File: src/hdl/wfah_pkg.sv
package wfah_pkg;

  typedef logic [63:0] word_t;
  typedef logic [3:0]  count_t;
  typedef logic [31:0] half_t;

  localparam word_t  OFFSET_BASIS = 64'hCBF2_9CE4_8422_2325;
  localparam word_t  FNV_PRIME_LO = 64'h0000_0000_0000_01B3;  // prime = 2^40 + 0x1B3
  localparam int     FNV_PRIME_SH = 40;
  localparam word_t  FMIX_MUL_A   = 64'hFF51_AFD7_ED55_8CCD;
  localparam word_t  FMIX_MUL_B   = 64'hC4CE_B9FE_1A85_EC53;
  localparam int     WORD_SHIFT   = 29;
  localparam int     FMIX_SHIFT   = 33;
  localparam count_t FULL_BYTES   = 4'd8;

  // Datapath operations issued by the controller
  typedef enum logic [2:0] {
    OP_NONE,
    OP_TAKE,
    OP_TAIL,
    OP_FIN,
    OP_MUL_LL,
    OP_MUL_LH,
    OP_MUL_HL,
    OP_EMIT
  } op_e;

  typedef enum logic [3:0] {
    ST_IDLE,
    ST_TAIL,
    ST_FIN,
    ST_MA0,
    ST_MA1,
    ST_MA2,
    ST_MB0,
    ST_MB1,
    ST_MB2,
    ST_EMIT
  } state_e;

  typedef struct packed {
    op_e  op;
    logic sel_b;   // finaliser constant B rather than A
  } cmd_t;

  typedef struct packed {
    logic item_absent;
    logic item_last;
    logic item_tail;   // last word with 1..7 bytes
    logic tail_done;   // one byte left in the tail
    logic out_free;
  } status_t;

  // Multiply by the FNV prime, modulo 2^64: shift plus a 9-bit constant product
  function automatic word_t fnv_mul(input word_t x);
    word_t lo;
    lo = x * FNV_PRIME_LO;
    return (x << FNV_PRIME_SH) + lo;
  endfunction

  function automatic word_t mix_word(input word_t x);
    word_t p;
    p = fnv_mul(x);
    return p ^ (p >> WORD_SHIFT);
  endfunction

endpackage

File: src/hdl/wfah_if.sv
interface wfah_in_if;
  import wfah_pkg::*;

  logic   valid;
  logic   ready;
  word_t  data_word;
  count_t byte_count;
  logic   last;
  logic   absent;

  modport source (output valid, data_word, byte_count, last, absent, input ready);
  modport sink   (input valid, data_word, byte_count, last, absent, output ready);
endinterface

interface wfah_out_if;
  import wfah_pkg::*;

  logic  valid;
  logic  ready;
  word_t hash_value;

  modport source (output valid, hash_value, input ready);
  modport sink   (input valid, hash_value, output ready);
endinterface

File: src/hdl/wfah_datapath.sv
module wfah_datapath (
  input  logic                clk_i,
  input  logic                rst_ni,
  input  wfah_pkg::cmd_t      cmd_i,
  output wfah_pkg::status_t   status_o,
  input  wfah_pkg::word_t     data_word_i,
  input  wfah_pkg::count_t    byte_count_i,
  input  logic                last_i,
  input  logic                absent_i,
  output logic                out_valid_o,
  input  logic                out_ready_i,
  output wfah_pkg::word_t     hash_value_o
);
  import wfah_pkg::*;

  word_t       acc_q, acc_d;
  word_t       total_q, total_d;
  word_t       word_q, word_d;
  logic [2:0]  cnt_q, cnt_d;
  word_t       v_q, v_d;
  word_t       prod_q, prod_d;
  word_t       res_q, res_d;
  logic        out_valid_q, out_valid_d;

  word_t       fin_x;
  word_t       fin_p;
  word_t       konst;
  half_t       mul_a, mul_b;
  word_t       mul_p;
  logic        full_word;

  assign full_word = !last_i || (byte_count_i >= FULL_BYTES);

  assign status_o.item_absent = absent_i;
  assign status_o.item_last   = last_i;
  assign status_o.item_tail   = last_i && (byte_count_i < FULL_BYTES) && (byte_count_i != '0);
  assign status_o.tail_done   = (cnt_q == 3'd1);
  assign status_o.out_free    = !out_valid_q || out_ready_i;

  // Shared 32x32 multiplier for the finaliser's 64-bit products
  assign konst = cmd_i.sel_b ? FMIX_MUL_B : FMIX_MUL_A;
  assign mul_a = (cmd_i.op == OP_MUL_HL) ? v_q[63:32] : v_q[31:0];
  assign mul_b = (cmd_i.op == OP_MUL_LH) ? konst[63:32] : konst[31:0];
  assign mul_p = mul_a * mul_b;

  assign fin_x = acc_q ^ total_q;
  assign fin_p = {prod_q[63:32] + mul_p[31:0], prod_q[31:0]};

  always_comb begin
    acc_d       = acc_q;
    total_d     = total_q;
    word_d      = word_q;
    cnt_d       = cnt_q;
    v_d         = v_q;
    prod_d      = prod_q;
    res_d       = res_q;
    out_valid_d = out_valid_q && !out_ready_i;

    unique case (cmd_i.op)
      OP_TAKE: begin
        if (absent_i) begin
          acc_d   = OFFSET_BASIS;
          total_d = '0;
          v_d     = OFFSET_BASIS;
        end else if (full_word) begin
          acc_d   = mix_word(acc_q ^ data_word_i);
          total_d = total_q + 64'(FULL_BYTES);
        end else begin
          word_d  = data_word_i;
          cnt_d   = byte_count_i[2:0];
          total_d = total_q + 64'(byte_count_i);
        end
      end
      OP_TAIL: begin
        acc_d  = fnv_mul(acc_q ^ {56'd0, word_q[7:0]});
        word_d = word_q >> 8;
        cnt_d  = cnt_q - 3'd1;
      end
      OP_FIN: begin
        v_d     = fin_x ^ (fin_x >> FMIX_SHIFT);
        acc_d   = OFFSET_BASIS;
        total_d = '0;
      end
      OP_MUL_LL: prod_d = mul_p;
      OP_MUL_LH: prod_d = {prod_q[63:32] + mul_p[31:0], prod_q[31:0]};
      OP_MUL_HL: v_d = fin_p ^ (fin_p >> FMIX_SHIFT);
      OP_EMIT: begin
        res_d       = v_q;
        out_valid_d = 1'b1;
      end
      OP_NONE: ;
      default: ;
    endcase
  end

  always_ff @(posedge clk_i or negedge rst_ni) begin
    if (!rst_ni) begin
      acc_q       <= OFFSET_BASIS;
      total_q     <= '0;
      cnt_q       <= '0;
      out_valid_q <= 1'b0;
    end else begin
      acc_q       <= acc_d;
      total_q     <= total_d;
      cnt_q       <= cnt_d;
      out_valid_q <= out_valid_d;
    end
  end

  always_ff @(posedge clk_i) begin
    word_q <= word_d;
    v_q    <= v_d;
    prod_q <= prod_d;
    res_q  <= res_d;
  end

  assign out_valid_o  = out_valid_q;
  assign hash_value_o = res_q;

endmodule

File: src/hdl/wfah_ctrl.sv
module wfah_ctrl (
  input  logic               clk_i,
  input  logic               rst_ni,
  input  logic               in_valid_i,
  output logic               in_ready_o,
  input  wfah_pkg::status_t  status_i,
  output wfah_pkg::cmd_t     cmd_o
);
  import wfah_pkg::*;

  state_e state_q, state_d;
  logic   in_fire;

  assign in_fire = in_valid_i && (state_q == ST_IDLE);

  always_comb begin
    state_d = state_q;
    unique case (state_q)
      ST_IDLE: begin
        if (in_fire) begin
          if (status_i.item_absent)    state_d = ST_EMIT;
          else if (status_i.item_tail) state_d = ST_TAIL;
          else if (status_i.item_last) state_d = ST_FIN;
        end
      end
      ST_TAIL: if (status_i.tail_done) state_d = ST_FIN;
      ST_FIN:  state_d = ST_MA0;
      ST_MA0:  state_d = ST_MA1;
      ST_MA1:  state_d = ST_MA2;
      ST_MA2:  state_d = ST_MB0;
      ST_MB0:  state_d = ST_MB1;
      ST_MB1:  state_d = ST_MB2;
      ST_MB2:  state_d = ST_EMIT;
      ST_EMIT: if (status_i.out_free) state_d = ST_IDLE;
      default: state_d = ST_IDLE;
    endcase
  end

  always_comb begin
    in_ready_o  = 1'b0;
    cmd_o.op    = OP_NONE;
    cmd_o.sel_b = 1'b0;
    unique case (state_q)
      ST_IDLE: begin
        in_ready_o = 1'b1;
        if (in_fire) cmd_o.op = OP_TAKE;
      end
      ST_TAIL: cmd_o.op = OP_TAIL;
      ST_FIN:  cmd_o.op = OP_FIN;
      ST_MA0:  cmd_o.op = OP_MUL_LL;
      ST_MA1:  cmd_o.op = OP_MUL_LH;
      ST_MA2:  cmd_o.op = OP_MUL_HL;
      ST_MB0: begin
        cmd_o.op    = OP_MUL_LL;
        cmd_o.sel_b = 1'b1;
      end
      ST_MB1: begin
        cmd_o.op    = OP_MUL_LH;
        cmd_o.sel_b = 1'b1;
      end
      ST_MB2: begin
        cmd_o.op    = OP_MUL_HL;
        cmd_o.sel_b = 1'b1;
      end
      ST_EMIT: if (status_i.out_free) cmd_o.op = OP_EMIT;
      default: ;
    endcase
  end

  always_ff @(posedge clk_i or negedge rst_ni) begin
    if (!rst_ni) begin
      state_q <= ST_IDLE;
    end else begin
      state_q <= state_d;
    end
  end

endmodule

File: src/hdl/wordwise_fnv1a_avalanche_hash_top.sv
// Word-wise FNV-1a hash with a Murmur3 64-bit finaliser.
// item_i carries a span as 64-bit little-endian words (data_word, byte_count,
// last, absent); result_o carries one hash_value per span, or the plain offset
// basis for an item marked absent.
// Throughput: words that are not last are taken one per cycle while idle.
// A last word folds its n = 1..7 tail bytes, if any, one per cycle through the
// FNV step, then passes ST_FIN, the finaliser states and ST_EMIT, which loads
// the output register; only then is the next item taken. The finaliser uses a
// single 32x32 multiplier for two 64-bit products, in MA0..MA2 and MB0..MB2
// (low x low, low x high, high x low). An absent item goes straight to ST_EMIT.
// The result sits in an output register; while it waits to be taken the block
// keeps accepting words of the next span, and stops only when the next result
// is ready and the register is still full.
// Reset clears the running hash to the offset basis, the byte total to zero
// and drops any pending result.
module wordwise_fnv1a_avalanche_hash_top (
  input  logic        clk_i,
  input  logic        rst_ni,
  wfah_in_if.sink     item_i,
  wfah_out_if.source  result_o
);
  import wfah_pkg::*;

  cmd_t    cmd;
  status_t status;

  wfah_ctrl u_ctrl (
    .clk_i      (clk_i),
    .rst_ni     (rst_ni),
    .in_valid_i (item_i.valid),
    .in_ready_o (item_i.ready),
    .status_i   (status),
    .cmd_o      (cmd)
  );

  wfah_datapath u_datapath (
    .clk_i        (clk_i),
    .rst_ni       (rst_ni),
    .cmd_i        (cmd),
    .status_o     (status),
    .data_word_i  (item_i.data_word),
    .byte_count_i (item_i.byte_count),
    .last_i       (item_i.last),
    .absent_i     (item_i.absent),
    .out_valid_o  (result_o.valid),
    .out_ready_i  (result_o.ready),
    .hash_value_o (result_o.hash_value)
  );

endmodule
File: src/flat_wrapper.sv
// flat-port wrapper written by rule: the top's interface ports become plain ports
module wordwise_fnv1a_avalanche_hash_top_flat import wfah_pkg::*;
  (clk_i, rst_ni, item_i_valid, item_i_data_word, item_i_byte_count, item_i_last, item_i_absent, item_i_ready, result_o_valid, result_o_hash_value, result_o_ready);
  wfah_in_if item_i_i ();
  wfah_out_if result_o_i ();
  input  logic clk_i;
  input  logic rst_ni;
  input wire logic [$bits(item_i_i.valid)-1:0] item_i_valid;
  input wire logic [$bits(item_i_i.data_word)-1:0] item_i_data_word;
  input wire logic [$bits(item_i_i.byte_count)-1:0] item_i_byte_count;
  input wire logic [$bits(item_i_i.last)-1:0] item_i_last;
  input wire logic [$bits(item_i_i.absent)-1:0] item_i_absent;
  output wire logic [$bits(item_i_i.ready)-1:0] item_i_ready;
  output wire logic [$bits(result_o_i.valid)-1:0] result_o_valid;
  output wire logic [$bits(result_o_i.hash_value)-1:0] result_o_hash_value;
  input wire logic [$bits(result_o_i.ready)-1:0] result_o_ready;
  assign item_i_i.valid = item_i_valid;
  assign item_i_i.data_word = item_i_data_word;
  assign item_i_i.byte_count = item_i_byte_count;
  assign item_i_i.last = item_i_last;
  assign item_i_i.absent = item_i_absent;
  assign item_i_ready = item_i_i.ready;
  assign result_o_valid = result_o_i.valid;
  assign result_o_hash_value = result_o_i.hash_value;
  assign result_o_i.ready = result_o_ready;
  wordwise_fnv1a_avalanche_hash_top u_core (.clk_i(clk_i), .rst_ni(rst_ni), .item_i(item_i_i), .result_o(result_o_i));
endmodule
File: config.mk
export PLATFORM = sky130hd
export DESIGN_NAME = wordwise_fnv1a_avalanche_hash_top_flat
export DESIGN_NICKNAME = d
export VERILOG_FILES = /design/src/hdl/wfah_pkg.sv /design/src/hdl/wfah_if.sv /design/src/hdl/wfah_datapath.sv /design/src/hdl/wfah_ctrl.sv /design/src/hdl/wordwise_fnv1a_avalanche_hash_top.sv /design/src/flat_wrapper.sv
export SDC_FILE = /design/constraint.sdc
export NUM_CORES = 2
export LEC_CHECK = 0
export BUFFER_PORTS_ARGS = -buffer_cell sky130_fd_sc_hd__buf_2
export CAP_MARGIN = 15
export CORE_MARGIN = 10
export CORE_UTILIZATION = 30
export CTS_CLUSTER_SIZE = 25
export DETAILED_ROUTE_END_ITERATION = 7
export PLACE_DENSITY = 0.42
export SYNTH_ARGS = -nofsm -noshare
export SYNTH_HDL_FRONTEND = slang
export SYNTH_SLANG_ARGS = --single-unit
File: constraint.sdc
create_clock -name clk_i -period 32.8 [get_ports clk_i]
set_input_delay 1.64 -clock clk_i [delete_from_list [all_inputs] [get_ports clk_i]]
set_output_delay 1.64 -clock clk_i [all_outputs]
set_load 0.02 [all_outputs]
==> impl_summary.md <==
Outcome
The run finished with clean final reports.

Timing
The final number of hold-violating endpoints is 0. For the pin with the worst max-slew slack, the measured transition is 1.186 ns. The post-route clock skew is 0.03630 ns. The total negative setup slack is 0 ns.

The relative slew slack is 0.2063. The final hold slack is 0.4650 ns. The achievable frequency is 0.07819 GHz. Setup repair after global routing left no endpoint under its margin.

The total of endpoints with negative setup slack in the final report is 0. The final count of pins violating max slew was 0. Of the available clock period, the critical path in the final layout requires 0.3899. The clock period minus final worst setup slack is 12.79 ns.

Routing
The routed design uses 11.06 mm of met3 wire. The met2 wire length is 146.7 mm. The post-detailed-route via-to-cell ratio is 4.840.

The violation count after the first detailed-route iteration is 3382. The count of TritonRoute iterations in the first routing pass is 5. For this run, design rule violations remaining after detail routing come to 0.

The wire length per cell is 26.69 µm. The total routed wire length on the met1 layer is 118.5 mm. The detail route stage leaves a number of antenna-violating nets equal to 0. The total wire length after detailed routing is 287.9 mm.

The detailed router placed 52202 vias in this run. The uppermost signal routing layer after detailed routing is met5.

Floorplanning
The floorplan step defined a die boundary enclosing 0.2611 mm². The number of top-level pins is 140. In this run the core area contains 180 standard-cell rows. The initial cell density of the core is 0.3010. The height of the chip is 511.0 µm. In this run the standard cell core region covers 0.2403 mm².

The chip width is 511.0 µm.

Worst hold path
The count of cells along the worst hold path is 0. The startpoint identified for the worst hold timing path is u_core.u_datapath.v_q[32]$_DFFE_PP_. The class of the worst hold path is reg -> reg. For hold timing, the worst endpoint is u_core.u_datapath.hash_value_o[32]$_DFFE_PP_.

Clock tree
Buffers inserted during clock tree synthesis total 56. The post-cts resize count is 0. TritonCTS built the clock tree. The H-tree was split into 2 levels. The cell at the root of the clock tree is clkbuf_16.

After clock tree synthesis, the flow added hold-fix buffers numbering 0. The clock input transition at the sequential cells of the worst setup and hold paths is 0.06 ns. Buffers added to address setup during post-CTS repair amount to 0. The clock net sink count is 392. The deepest clock path buffer count is 3. For the worst-skew pair, the clock arrives at the later sink with an insertion delay of 0.72 ns.

Setup path
The classification of the worst setup path is reg -> reg. The minimum setup slack among reg-to-reg paths is 20.01 ns. The highest net fanout along the worst path is 41. The total buffers and inverters traversed by the critical path is 8. The delay of the slowest critical-path stage is 0.89 ns. The launching instance or port of the critical path is u_core.u_ctrl.state_q[1]$_DFFE_PN0P_. The capture point of the worst reg-to-reg path is u_core.u_datapath.v_q[30]$_DFFE_PP_.

The critical path data required time is 33.21 ns. In this run the critical register-to-register path is launched from u_core.u_ctrl.state_q[1]$_DFFE_PN0P_. The cell that appears most often on the critical path is fa_1. The arrival time reported for the critical path endpoint is 13.20 ns. The kind of start point of the critical path is a flop. The critical path's top delay family is adder cells. The cell with the biggest individual delay on the critical path is a221oi_1. STA classifies the critical path endpoint as a flop. The number of cells on the worst reg-to-reg path is 38.

Flow run
Across the run, the number of max-cap violations was 0.

Layout
The area overhead of the layout relative to synthesis is 9.055%. The summed area of non-filler cells in the final layout is 0.07887 mm². The utilization after layout is 0.3282.

The area occupied by registers is 0.01113 mm². After the last flow step, the layout net total stands at 9656. In the final layout, the share of cells above drive strength 1 is 0.05278. The filler cell count in the final layout is 25177. The multi-input combinational cells in the finished layout cover a total of 0.05390 mm².

Yosys
Counting distinct cell types in the post-synthesis netlist gives 83. In the synthesized netlist the dominant register cell turns out to be edfxtp_1. The number of nets in the synthesized netlist is 9586.

In this run the mean area of a mapped cell was 9.669 µm². The total number of yosys warnings is 0. The async set-or-reset flop fraction in the synthesized netlist is 0.3469.

The flip-flop and latch count after synthesis is 392. The post-synthesis sequential area ratio is 0.1538. The count of flip-flops with a built-in enable after synthesis is 256. After technology mapping, the gate count stands at 7480.

Summing every instance area after synthesis gives 0.07232 mm².

GRT
The global-route wire length before repair is 417.9 mm. The initial antenna violation count is 11. The total grt overflow is 0.

For this run, the total global-route usage over all layers was measured as 0.2180. The largest net degree at the start of global routing is 77. The via count of the first global-routing pass came to 57524.

Placement
Once placement finished, the instance area stood at 0.07691 mm². The congestion estimate from routability-driven global placement came to 0.9171. Detailed placement ended at an HPWL of 251.4 mm. The count of buffers from port buffering is 139.
==> worst register-to-register path, delay by kind of cell (launching register included) <==
family / cells / cell delay [ns]
compound gates: 14 / 3.78
xor+xnor: 3 / 0.88
fa+ha+maj: 11 / 4.65
buf+inv: 8 / 1.90
flops: 1 / 0.68
simple gates: 2 / 0.62
==> sequential cells by signal, indices dropped and copies added (netlist names) <==
name	flops
u_core.u_datapath.acc_q	64
u_core.u_datapath.hash_value_o	64
u_core.u_datapath.prod_q	64
u_core.u_datapath.total_q	64
u_core.u_datapath.v_q	64
u_core.u_datapath.word_q	64
u_core.u_ctrl.state_q	4
u_core.u_datapath.cnt_q	3
u_core.u_datapath.out_valid_o	1
==> layout make-up <==
type / instances / share of cell area
Multi-Input combinational cell: 5115 / 0.6834
Sequential cell: 392 / 0.1411
Inverter: 1773 / 0.08439
Tap cell: 3185 / 0.05053
Clock buffer: 66 / 0.01918
Timing Repair Buffer: 212 / 0.01585
Clock inverter: 39 / 0.005441
Antenna cell: 4 / 0.0001269
==> synth_stat cells (28+ instances only) <==
cell type	count	area [µm²]
o21bai_1	38	285.3
dfrtp_1	108	2703
nand4_1	61	381.6
clkbuf_1	181	679.4
and2_1	78	488.0
a21o_1	122	915.9
ha_1	673	8421
nand2_1	586	2200
nand3_1	75	375.4
xnor2_1	253	2216
o21a_1	31	232.7
nor3_1	47	235.2
o21ai_0	279	1396
nand2b_1	74	462.9
inv_1	1770	6644
nor2b_1	32	200.2
o211ai_1	28	210.2
a31oi_1	39	244.0
dfstp_2	28	735.7
mux2i_1	41	410.4
xor2_1	203	1778
a21oi_1	327	1637
o22ai_1	55	344.1
and3_1	47	294.0
nor2_1	376	1411
fa_1	1359	27210
edfxtp_1	256	7687
==> cell families (layout without fill, tap and decap cells) <==
kind of cell	Yosys count	after routing	synth area share
adder cells (fa/ha/maj)	2032	2032	0.4926
AO/OA/AOI/OAI	1122	1122	0.09723
flip-flops	392	392	0.1538
AND/OR/NAND/NOR	1458	1458	0.09155
other	1	5	0.00005185
multiplexers	42	42	0.005830
XOR/XNOR	460	460	0.05648
buffers and inverters	1973	2090	0.1024
==> layout by cell type (no fill, tap or decap), drive strengths merged, types with 21 or more instances in the layout <==
cell type,synthesis,final
xor2,203,203
mux2i,41,41
fa,1359,1359
o31ai,28,28
xnor2,253,253
nor3,47,47
edfxtp,256,256
nor2,376,376
clkbuf,181,66
o22ai,55,55
nand2,586,586
o21a,31,31
ha,673,673
dfrtp,108,108
or2,25,25
o21ai,284,284
dfstp,28,28
o21bai,38,38
clkinv,2,21
nand2b,74,74
nand4,61,61
a31oi,39,39
inv,1771,1778
nor2b,32,32
o211ai,28,28
buf,19,212
and2,78,78
nand3,76,76
a21o,122,122
and3,47,47
a21oi,327,327
==> worst max-delay path by stage <==
stage / endpoint / cells past startpoint
floorplan: u_core.u_datapath.v_q[30]$_DFFE_PP_ / 43
detailed placement: u_core.u_datapath.prod_q[63]$_DFFE_PP_ / 38
global route: u_core.u_datapath.v_q[30]$_DFFE_PP_ / 38
CTS: u_core.u_datapath.v_q[30]$_DFFE_PP_ / 38
global placement: u_core.u_datapath.v_q[30]$_DFFE_PP_ / 40
finish: u_core.u_datapath.v_q[30]$_DFFE_PP_ / 38
==> per-stage QoR <==
stage | setup WS (ns) | std cells
3_3_place_gp | 20.33 | 10676
4_1_cts | 20.16 | 10781
5_1_grt | 19.51 | 10783
3_5_place_dp | 20.27 | 10676
6_report | 20.01 | 10786
2_1_floorplan | 21.98 | 7480
==> metal layers <==
layer / global-route usage / up-vias
li1: - / 23704
met1: 0.2703 / 26925
met2: 0.3946 / 1235
met3: 0.02153 / 334
met4: 0.07337 / 4
met5: 0 / -
Power is not shown: default switching activity piles up to over one toggle a cycle in this logic, so the estimate is an artifact.
